`src/sv/pbfd_pkg.sv`:
```
// Shared types and constants for the push-button fade dimmer.
package pbfd_pkg;

  localparam int unsigned DB_W    = 10;
  localparam int unsigned ANIM_W  = 10;
  localparam int unsigned HOLD_W  = 16;
  localparam int unsigned LEVEL_W = 8;
  localparam int unsigned ADDR_W  = 5;
  localparam int unsigned DATA_W  = 32;

  localparam logic [DB_W-1:0]    DB_CNT_MAX   = '1;
  localparam logic [ANIM_W-1:0]  ANIM_CNT_MAX = '1;
  localparam logic [HOLD_W-1:0]  HOLD_CNT_MAX = '1;
  localparam logic [LEVEL_W-1:0] LEVEL_FULL   = '1;

  localparam logic [DB_W-1:0]    DEBOUNCE_RST   = 10'd50;
  localparam logic [ANIM_W-1:0]  ANIM_PER_RST   = 10'd10;
  localparam logic [HOLD_W-1:0]  LONG_PRESS_RST = 16'd2000;
  localparam logic [LEVEL_W-1:0] FADE_STEP_RST  = 8'd4;
  localparam logic [LEVEL_W-1:0] SETUP_STEP_RST = 8'd1;

  typedef enum logic [2:0] {
    REG_DEBOUNCE   = 3'd0,
    REG_ANIM_PER   = 3'd1,
    REG_LONG_PRESS = 3'd2,
    REG_FADE_STEP  = 3'd3,
    REG_SETUP_STEP = 3'd4
  } reg_idx_t;

  typedef struct packed {
    logic [DB_W-1:0]    debounce_ms;
    logic [ANIM_W-1:0]  animation_period_ms;
    logic [HOLD_W-1:0]  long_press_ms;
    logic [LEVEL_W-1:0] fade_step;
    logic [LEVEL_W-1:0] setup_step;
  } cfg_t;

  typedef struct packed {
    logic [LEVEL_W-1:0] pwm_level;
    logic               lamp_on;
    logic               in_setup;
    logic               held;
  } res_t;

endpackage

```
`src/sv/pbfd_engine.sv`:
```
// Dimmer state and the per-tick debounce, hold and fade update.
module pbfd_engine
  import pbfd_pkg::*;
(
  input  logic clk,
  input  logic rst,
  input  logic en,
  input  logic pressed,
  input  cfg_t cfg,
  output res_t res
);

  logic               held_state, held_state_next;
  logic               pending, pending_next;
  logic [DB_W-1:0]    debounce_count, debounce_count_next;
  logic [ANIM_W-1:0]  anim_count, anim_count_next;
  logic [HOLD_W-1:0]  hold_count, hold_count_next;
  logic [LEVEL_W-1:0] level, level_next;
  logic [LEVEL_W-1:0] target_level, target_level_next;
  logic [LEVEL_W-1:0] step_mag, step_mag_next;
  logic               step_down, step_down_next;
  logic               on_flag, on_flag_next;
  logic               setup_flag, setup_flag_next;
  logic [LEVEL_W-1:0] max_level, max_level_next;

  logic               sample;
  logic               just_pressed;
  logic               just_released;
  logic               overshoot;
  logic [LEVEL_W:0]   up_sum;
  logic [LEVEL_W:0]   down_limit;

  always_comb begin
    held_state_next     = held_state;
    pending_next        = pending;
    debounce_count_next = (debounce_count == DB_CNT_MAX) ? debounce_count
                                                         : debounce_count + 1'b1;
    anim_count_next     = (anim_count == ANIM_CNT_MAX) ? anim_count : anim_count + 1'b1;
    hold_count_next     = (hold_count == HOLD_CNT_MAX) ? hold_count : hold_count + 1'b1;
    level_next          = level;
    target_level_next   = target_level;
    step_mag_next       = step_mag;
    step_down_next      = step_down;
    on_flag_next        = on_flag;
    setup_flag_next     = setup_flag;
    max_level_next      = max_level;
    just_pressed        = 1'b0;
    just_released       = 1'b0;
    overshoot           = 1'b0;
    up_sum              = '0;
    down_limit          = '0;

    // The pin is ignored until the debounce window after an edge has run out.
    sample = !(pending && (debounce_count_next < cfg.debounce_ms));
    if (sample) begin
      if (pressed != held_state) begin
        just_pressed    = pressed;
        just_released   = !pressed;
        held_state_next = pressed;
        pending_next    = 1'b1;
      end else begin
        pending_next = 1'b0;
      end
      debounce_count_next = '0;
    end

    if (just_pressed) begin
      hold_count_next = '0;
      step_mag_next   = cfg.fade_step;
      if (on_flag) begin
        on_flag_next      = 1'b0;
        target_level_next = '0;
        step_down_next    = 1'b1;
      end else begin
        on_flag_next      = 1'b1;
        target_level_next = max_level;
        step_down_next    = 1'b0;
      end
    end

    if (just_released) begin
      hold_count_next = '0;
      if (setup_flag) begin
        setup_flag_next = 1'b0;
        max_level_next  = level;
        step_mag_next   = '0;
      end
    end

    if (held_state_next && !setup_flag_next && (hold_count_next > cfg.long_press_ms)) begin
      setup_flag_next = 1'b1;
      step_mag_next   = cfg.setup_step;
      if (level == '0) begin
        step_down_next    = 1'b0;
        target_level_next = LEVEL_FULL;
      end else begin
        step_down_next    = 1'b1;
        target_level_next = '0;
      end
    end

    if (anim_count_next >= cfg.animation_period_ms) begin
      anim_count_next = '0;
      if (step_mag_next != '0) begin
        up_sum     = {1'b0, level} + {1'b0, step_mag_next};
        down_limit = {1'b0, target_level_next} + {1'b0, step_mag_next};
        if (step_down_next) begin
          overshoot = ({1'b0, level} < down_limit);
          if (!overshoot) begin
            level_next = level - step_mag_next;
          end
        end else begin
          overshoot = (up_sum > {1'b0, target_level_next});
          if (!overshoot) begin
            level_next = up_sum[LEVEL_W-1:0];
          end
        end
        // A step that passes the target lands on it; the setup sweep turns around.
        if (overshoot) begin
          level_next = target_level_next;
          if (setup_flag_next) begin
            target_level_next = step_down_next ? LEVEL_FULL : '0;
            step_down_next    = !step_down_next;
          end else begin
            step_mag_next = '0;
          end
        end
      end
    end
  end

  always_comb begin
    res.pwm_level = level_next;
    res.lamp_on   = on_flag_next;
    res.in_setup  = setup_flag_next;
    res.held      = held_state_next;
  end

  always_ff @(posedge clk) begin
    if (rst) begin
      held_state     <= 1'b0;
      pending        <= 1'b0;
      debounce_count <= '0;
      anim_count     <= '0;
      hold_count     <= '0;
      level          <= '0;
      target_level   <= '0;
      step_mag       <= '0;
      step_down      <= 1'b0;
      on_flag        <= 1'b0;
      setup_flag     <= 1'b0;
      max_level      <= LEVEL_FULL;
    end else if (en) begin
      held_state     <= held_state_next;
      pending        <= pending_next;
      debounce_count <= debounce_count_next;
      anim_count     <= anim_count_next;
      hold_count     <= hold_count_next;
      level          <= level_next;
      target_level   <= target_level_next;
      step_mag       <= step_mag_next;
      step_down      <= step_down_next;
      on_flag        <= on_flag_next;
      setup_flag     <= setup_flag_next;
      max_level      <= max_level_next;
    end
  end

  // Setup mode can only be active while the debounced button is held.
  a_setup_needs_hold: assert property (@(posedge clk) disable iff (rst)
    setup_flag |-> held_state)
    else $error("setup mode active while button released");

  // Entering setup loads the sweep step.
  a_setup_step_loaded: assert property (@(posedge clk) disable iff (rst)
    $rose(setup_flag) |-> (step_mag == $past(cfg.setup_step)))
    else $error("setup entered without the sweep step");

  // Without a tick the level and the mode stay where they are.
  a_idle_holds_state: assert property (@(posedge clk) disable iff (rst)
    !en |=> ($stable(level) && $stable(setup_flag)))
    else $error("dimmer state moved without a tick");

endmodule

```
`src/sv/push_button_fade_dimmer_core.sv`:
```
// Top level of the push-button fade dimmer: request channels, registers, result stage.
//
// Each input request is one millisecond tick carrying the raw pull-up button
// level (0 means pressed); each tick yields exactly one result request with the
// PWM level, the lamp-on flag, the setup-mode flag and the debounced button
// state. A tick is captured in an input register; once the output register is
// free or being emptied, the dimmer state is updated and the result written
// into the output register. One tick can be accepted every clock cycle while
// the output is not stalled; the state update loop in pbfd_engine sets that
// rate. The input stalls only when its register holds a tick and the output
// register is full and stalled. The five timing and step registers sit on the
// APB port at byte addresses 0, 4, 8, 12 and 16 and should be written only
// while no tick is in flight. Unused addresses read as zero and ignore writes.
module push_button_fade_dimmer_core
  import pbfd_pkg::*;
(
  input  logic              clk,
  input  logic              rst,
  // Tick channel
  input  logic              in_valid,
  output logic              in_stall,
  input  logic              button_level,
  // Result channel
  output logic              out_valid,
  input  logic              out_stall,
  output logic [LEVEL_W-1:0] pwm_level,
  output logic              lamp_on,
  output logic              in_setup,
  output logic              held,
  // Register port
  input  logic              psel,
  input  logic              penable,
  input  logic              pwrite,
  input  logic [ADDR_W-1:0] paddr,
  input  logic [DATA_W-1:0] pwdata,
  output logic [DATA_W-1:0] prdata,
  output logic              pready
);

  cfg_t     cfg;
  reg_idx_t reg_idx;
  logic     cfg_write;

  // Input register holding one tick.
  logic     s1_valid;
  logic     s1_pressed;
  logic     s1_move;
  logic     in_take;

  res_t     res;

  // ---------------------------------------------------------------------------
  // Configuration registers. The word index is taken from paddr[4:2].
  // ---------------------------------------------------------------------------
  assign pready    = 1'b1;
  assign reg_idx   = reg_idx_t'(paddr[ADDR_W-1:2]);
  assign cfg_write = psel && penable && pwrite && pready;

  always_ff @(posedge clk) begin
    if (rst) begin
      cfg.debounce_ms         <= DEBOUNCE_RST;
      cfg.animation_period_ms <= ANIM_PER_RST;
      cfg.long_press_ms       <= LONG_PRESS_RST;
      cfg.fade_step           <= FADE_STEP_RST;
      cfg.setup_step          <= SETUP_STEP_RST;
    end else if (cfg_write) begin
      case (reg_idx)
        REG_DEBOUNCE:   cfg.debounce_ms         <= pwdata[DB_W-1:0];
        REG_ANIM_PER:   cfg.animation_period_ms <= pwdata[ANIM_W-1:0];
        REG_LONG_PRESS: cfg.long_press_ms       <= pwdata[HOLD_W-1:0];
        REG_FADE_STEP:  cfg.fade_step           <= pwdata[LEVEL_W-1:0];
        REG_SETUP_STEP: cfg.setup_step          <= pwdata[LEVEL_W-1:0];
        default: ;
      endcase
    end
  end

  always_comb begin
    case (reg_idx)
      REG_DEBOUNCE:   prdata = DATA_W'(cfg.debounce_ms);
      REG_ANIM_PER:   prdata = DATA_W'(cfg.animation_period_ms);
      REG_LONG_PRESS: prdata = DATA_W'(cfg.long_press_ms);
      REG_FADE_STEP:  prdata = DATA_W'(cfg.fade_step);
      REG_SETUP_STEP: prdata = DATA_W'(cfg.setup_step);
      default:        prdata = '0;
    endcase
  end

  // ---------------------------------------------------------------------------
  // Pipeline control. The held tick moves on whenever the output register is
  // free or is being emptied in the same cycle.
  // ---------------------------------------------------------------------------
  assign s1_move  = s1_valid && !(out_valid && out_stall);
  assign in_stall = s1_valid && out_valid && out_stall;
  assign in_take  = in_valid && !in_stall;

  always_ff @(posedge clk) begin
    if (rst) begin
      s1_valid <= 1'b0;
    end else begin
      s1_valid <= in_take || (s1_valid && !s1_move);
    end
  end

  // The pin is active low.
  always_ff @(posedge clk) begin
    if (in_take) begin
      s1_pressed <= !button_level;
    end
  end

  pbfd_engine u_engine (
    .clk     (clk),
    .rst     (rst),
    .en      (s1_move),
    .pressed (s1_pressed),
    .cfg     (cfg),
    .res     (res)
  );

  // ---------------------------------------------------------------------------
  // Output register.
  // ---------------------------------------------------------------------------
  always_ff @(posedge clk) begin
    if (rst) begin
      out_valid <= 1'b0;
    end else if (s1_move) begin
      out_valid <= 1'b1;
    end else if (!out_stall) begin
      out_valid <= 1'b0;
    end
  end

  always_ff @(posedge clk) begin
    if (s1_move) begin
      pwm_level <= res.pwm_level;
      lamp_on   <= res.lamp_on;
      in_setup  <= res.in_setup;
      held      <= res.held;
    end
  end

  // A tick that leaves the input register always shows up as a result.
  a_tick_to_result: assert property (@(posedge clk) disable iff (rst)
    s1_move |=> out_valid)
    else $error("tick processed without a result");

  // The input only stalls while a tick is waiting in the input register.
  a_stall_only_full: assert property (@(posedge clk) disable iff (rst)
    in_stall |-> s1_valid)
    else $error("input stalled with empty input register");

  // A result in setup mode always reports the button held.
  a_setup_held: assert property (@(posedge clk) disable iff (rst)
    (out_valid && in_setup) |-> held)
    else $error("setup result with released button");

endmodule

```
`config.mk`:
```
export PLATFORM = sky130hd
export DESIGN_NAME = push_button_fade_dimmer_core
export DESIGN_NICKNAME = d
export VERILOG_FILES = /design/src/sv/pbfd_pkg.sv /design/src/sv/pbfd_engine.sv /design/src/sv/push_button_fade_dimmer_core.sv
export SDC_FILE = /design/constraint.sdc
export NUM_CORES = 1
export LEC_CHECK = 0
export BUFFER_PORTS_ARGS = -buffer_cell sky130_fd_sc_hd__buf_2
export CAP_MARGIN = 10
export CORE_ASPECT_RATIO = 0.8
export CORE_MARGIN = 5
export CORE_UTILIZATION = 60
export DETAILED_ROUTE_END_ITERATION = 10
export PLACE_DENSITY = 0.81
export SYNTH_ARGS = -nofsm -noshare
export SYNTH_HDL_FRONTEND = slang
export SYNTH_SLANG_ARGS = --single-unit
```
`constraint.sdc`:
```
create_clock -name clk -period 13.15 [get_ports clk]
set_input_delay 0.6575 -clock clk [delete_from_list [all_inputs] [get_ports clk]]
set_output_delay 0.6575 -clock clk [all_outputs]
set_load 0.02 [all_outputs]
```
* Word level (Yosys, flattened, before mapping)
Index checks and enable logic that the tools add are counted.
** Word-level totals
- Register bits after elaboration :: 139
- Input port bits :: 45
- Output and inout port bits :: 46
** Cells by class
- Add/subtract/negate cells :: 6
- Order comparisons :: 5
- Eq/ne operators :: 9
- Multiplexer cells :: 55
- Bitwise logic cells :: 1
- Reductions and logical operators :: 29
** Operators with widths (count)
- 8-bit two-way mux :: 23
- 16-bit one-hot mux with 5 select lines :: 1
- 16-bit two-way mux :: 3
- 10-bit two-way mux :: 4
- 1-bit two-way mux :: 24
- 10-bit by 1-bit adder with 10-bit output, second input constant :: 2
- 10-bit equality test, second input constant :: 2
- 8-bit by 8-bit adder with 9-bit output :: 2
- 16-bit by 1-bit adder with 16-bit output, second input constant :: 1
- 16-bit equality test, second input constant :: 1
- 16-bit > comparator :: 1
- 2-bit AND reduction :: 6
- 1-bit logical AND :: 11
- 10-bit greater-or-equal comparator :: 1
- 10-bit less-than comparator :: 1
- 9-bit by 8-bit > comparator with 1-bit output :: 1
- 8-bit by 9-bit less-than comparator with 1-bit output :: 1
- 8-bit logical NOT :: 1
- 8-bit nonzero test :: 1
- 8-bit subtractor :: 1
- 1-bit logical NOT :: 7
- 3-bit by 2-bit equality test with 1-bit output, second input constant :: 2
- 3-bit by 1-bit equality test with 1-bit output, second input constant :: 1
- 3-bit equality test, second input constant :: 1
- other kinds (6) :: 6

* Logic depth before layout (Yosys ltp)
- Word-level depth :: 18
- Mapped depth :: 46

* Modules after synthesis
Synthesis repeated with hierarchy kept, for this count alone.
** Second synthesis, totals
- Cells, all modules :: 1191
- Area total of the unflattened synthesis :: 9898.2 um^2
** By module, submodules not included
- pbfd_engine :: instances 1, cells an instance 879, area each 6747.7 um^2, sequential area each 1461.4 um^2
- push_button_fade_dimmer_core :: instances 1, cells an instance 312, area each 3150.5 um^2, sequential area each 1441.4 um^2

* Least setup slack after synthesis
No wires, ideal clock.
- Path type :: flip-flop to flip-flop
- Start :: register u_engine.debounce_count[0]
- End :: register pwm_level[3], data pin
- Library setup time :: 0.260 ns
- Arrival time :: 9.044 ns
- Slack :: 3.847 ns
- Cell stages (with the launch flop) :: 46
- Path buffers :: 7
- Period minus slack after synthesis :: 9.303 ns
- Cell sequence :: dfxtp_1 -> ha_1 -> and4_1 -> and3_1 -> nor2_1 -> nand3_1 -> xnor2_1 -> ha_1 -> nand4_2 -> nor4_4 -> nand4b_4 -> and2_4 -> buf_6 -> nor2_1 -> clkbuf_1 -> a31oi_1 -> o21a_1 -> ha_1 -> [10 not listed] -> ha_1 -> clkbuf_1 -> nand2_1 -> o21ai_0 -> a2111oi_0 -> nor3_1 -> xor2_1 -> ha_1 -> and2_1 -> o22ai_1 -> o311a_1 -> clkbuf_1 -> inv_1 -> or3_1 -> buf_2 -> o32a_1 -> a21boi_1 -> mux2_2
** RTL lines
- start, declared :: line pbfd_engine.sv:15 : logic [DB_W-1:0] debounce_count, debounce_count_next;
- start signal, assigned :: line pbfd_engine.sv:156 : debounce_count <= debounce_count_next;
- end signal, assigned :: line push_button_fade_dimmer_core.sv:136 : pwm_level <= res.pwm_level;
- end, declared :: line push_button_fade_dimmer_core.sv:26 : output logic [LEVEL_W-1:0] pwm_level,

==> impl_metrics.ini <==
[status]
status = complete, no violations

[yosys]
synthDistinctLibCells = 73
synth_area_mm2 = 0.00950
ys.flop_type = dfxtp_1
yosysTopAreaCellShare_pct = 26.8
yosysTopAreaCell = dfxtp_1
synthArstFlopShare_pct = 0
ys_ff_latch = 139
synth_cells = 1170
yosys_warnings = 0
synthTopCellsByArea = dfxtp_1 (27%), ha_1 (11%), mux2i_1 (6.2%)
synth_enable_flop_cells = 12
yosysMostFrequentCell = dfxtp_1
synth_seq_area_share_pct = 30.6
yosys-top-cells-count = dfxtp_1 (127), nor2_1 (124), nand2_1 (114), a21oi_1 (101), ha_1 (80)
postSynthAreaPerCell_um2 = 8.12

[clock_tree]
clock_sinks = 139
clk_path_buf_depth = 2
ctsHoldBuffers = 0
cts_buffers = 17
htree_num_levels = 4
path_clk_slew_ps = 60
cts_root_buf = clkbuf_16
cts-resized-gates = 0
insertion_delay_ps = 420
tritoncts = built
post_cts_buffers = 0

[setup_path]
slowest_stage = nor2_1
regToRegSetupSlack_ps = 1850
crit_top_cell = ha_1
r2r_end = pwm_level[4]
cp_max_fo = 20
cp_slowest_stage_delay_ps = 940
path_class = reg2reg
rr_startpoint = u_engine.debounce_count[0]
reg2reg_depth = 38
crit_required_ps = 13330
end_kind = flop
crit_arrival_ps = 11470
start_kind = flop

[global_route]
grt_pass1_vias = 7721
gr-total-overflow = 0
grt_max_degree = 92
top_usage_layer = met1
grt_pass1_wl_um = 39200
met1_usage_pct = 39.8
antenna_found_initial = 0
grt_usage_pct = 26.4
use_met2_pct = 38.0
grt.met3_usage_pct = 5.06

[layout]
final_net_count = 1320
diodes = 0
drive_above_1_share_pct = 10.2
area_growth_pct = 10.4
final_core_util_pct = 67.0

[placed_design]
place_congestion = 0.939
hpwl_um = 17400
port_buffers = 55

[timing]
finalCriticalPeriod_ps = 11300
final_max_slew_viol_count = 0
hold_viol = 0
setup_violations = 0
clock.fmax_mhz = 88.5
setup-tns-final_ps = 0
fin_crit_sh_pct = 85.9
skew_ps = 6.20
timing.slew.headroom_pct = 19.3
worstMarginPinSlew_ps = 1210
rsz0062_at_grt = no

[drt]
wl_per_cell_um = 16.8
first_iter_violations = 807
first_pass_iters = 5
wl_um = 23900
drcViolationCount = 0
viasPerCell = 5.97
num_vias = 8471
drtAntennaViolNets = 0

[floorplan]
fp-row-count = 41
start_util_pct = 60.7
ios = 91
core_mm2 = 0.0156
die_w_um = 151
die_area_mm2 = 0.0185
die_height_um = 123

[power_and_ir_drop]
leakagePower_nw = 4.43
power_density_mw_per_mm2 = 107
finalPower_mw = 1.12
vdd_drop_max_mv = 0.0913

[job]
drv_cap = 0

[worst_hold_path]
hp-start = pwdata[10]
hold_end = cfg[26]
hold_path_class = in2reg
holdPathStages = 2
-- layer usage --
layer	share of wire (%)	vias to the layer above
li1	-	4161
met1	47	3887
met2	42	387
met3	9.4	36
met4	1.7	0
met5	0	-
-- placed cells by master, fill, tap and decap left out, drive strengths merged, types with 21 or more instances in the layout --
master  synthesis  layout
ha             80      80
nor2b          28      28
dfxtp         127     127
nand2         114     114
buf            28      64
a21oi         105     105
nor2          124     124
inv            73      75
o21ai          41      41
a211o          21      21
nand3          38      38
mux2i          59      59
-- per-stage QoR --
| step | hold WS (ps) | cells | area [µm²] | setup slack, ps |
|---|---|---|---|---|
| after global placement | 443 | 1388 | 9820 | 2180 |
| after floorplan | 425 | 1185 | 9550 | 3850 |
| final | 453 | 1420 | 10500 | 1850 |
| after CTS | 447 | 1420 | 10500 | 2080 |
| after global routing | 447 | 1420 | 10500 | 1210 |
| after detailed placement | 467 | 1388 | 9820 | 2130 |
-- cells by family after synthesis --
group           synth area share [%]
other cells                   0.0791
compound gates                  19.6
flops                           30.6
simple gates                    21.0
mux                             7.44
fa+ha+maj                       11.2
xor+xnor                        3.41
buf+inv                         6.77
-- cell type report --
type                            count  area [µm²]
Sequential cell                   139        2900
Clock inverter                     15         244
Inverter                           74         278
Fill cell                        1307        5160
Clock buffer                       17         425
Timing Repair Buffer               64         345
Tap cell                          215         269
Multi-Input combinational cell    896        6020
-- sequential cells by signal (all words and copies together) (netlist names), 8 cells and up --
register	count
pwm_level	8
u_engine.max_level	8
u_engine.anim_count	10
u_engine.level	8
u_engine.hold_count	16
cfg	52
u_engine.step_mag	8
u_engine.target_level	8
u_engine.debounce_count	10
-- critical path, delay by kind of cell, from the launching register on --
family | cells | cell delay [ps]
fa+ha+maj | 5 | 1590
buf+inv | 1 | 220
mux | 1 | 300
compound gates | 13 | 3200
flops | 1 | 370
xor+xnor | 2 | 490
simple gates | 16 | 4870
-- worst max-delay path by stage --
stage	from	endpoint	cells past startpoint
3_5_place_dp	u_engine.debounce_count[0]	pwm_level[3]	38
3_3_place_gp	u_engine.debounce_count[0]	pwm_level[4]	38
4_1_cts	u_engine.debounce_count[0]	pwm_level[4]	38
2_1_floorplan	u_engine.debounce_count[0]	pwm_level[3]	45
5_1_grt	u_engine.debounce_count[0]	pwm_level[4]	37
6_report	u_engine.debounce_count[0]	pwm_level[4]	38
-- report_power, final --
part / switching (mW) / internal, mW / leakage, nW
Combinational: 0.0882 / 0.0470 / 2.97
Clock: 0.191 / 0.356 / 0.321
Sequential: 0.00515 / 0.434 / 1.14
Total: 0.284 / 0.837 / 4.43
(Power assumes the default switching activity.)
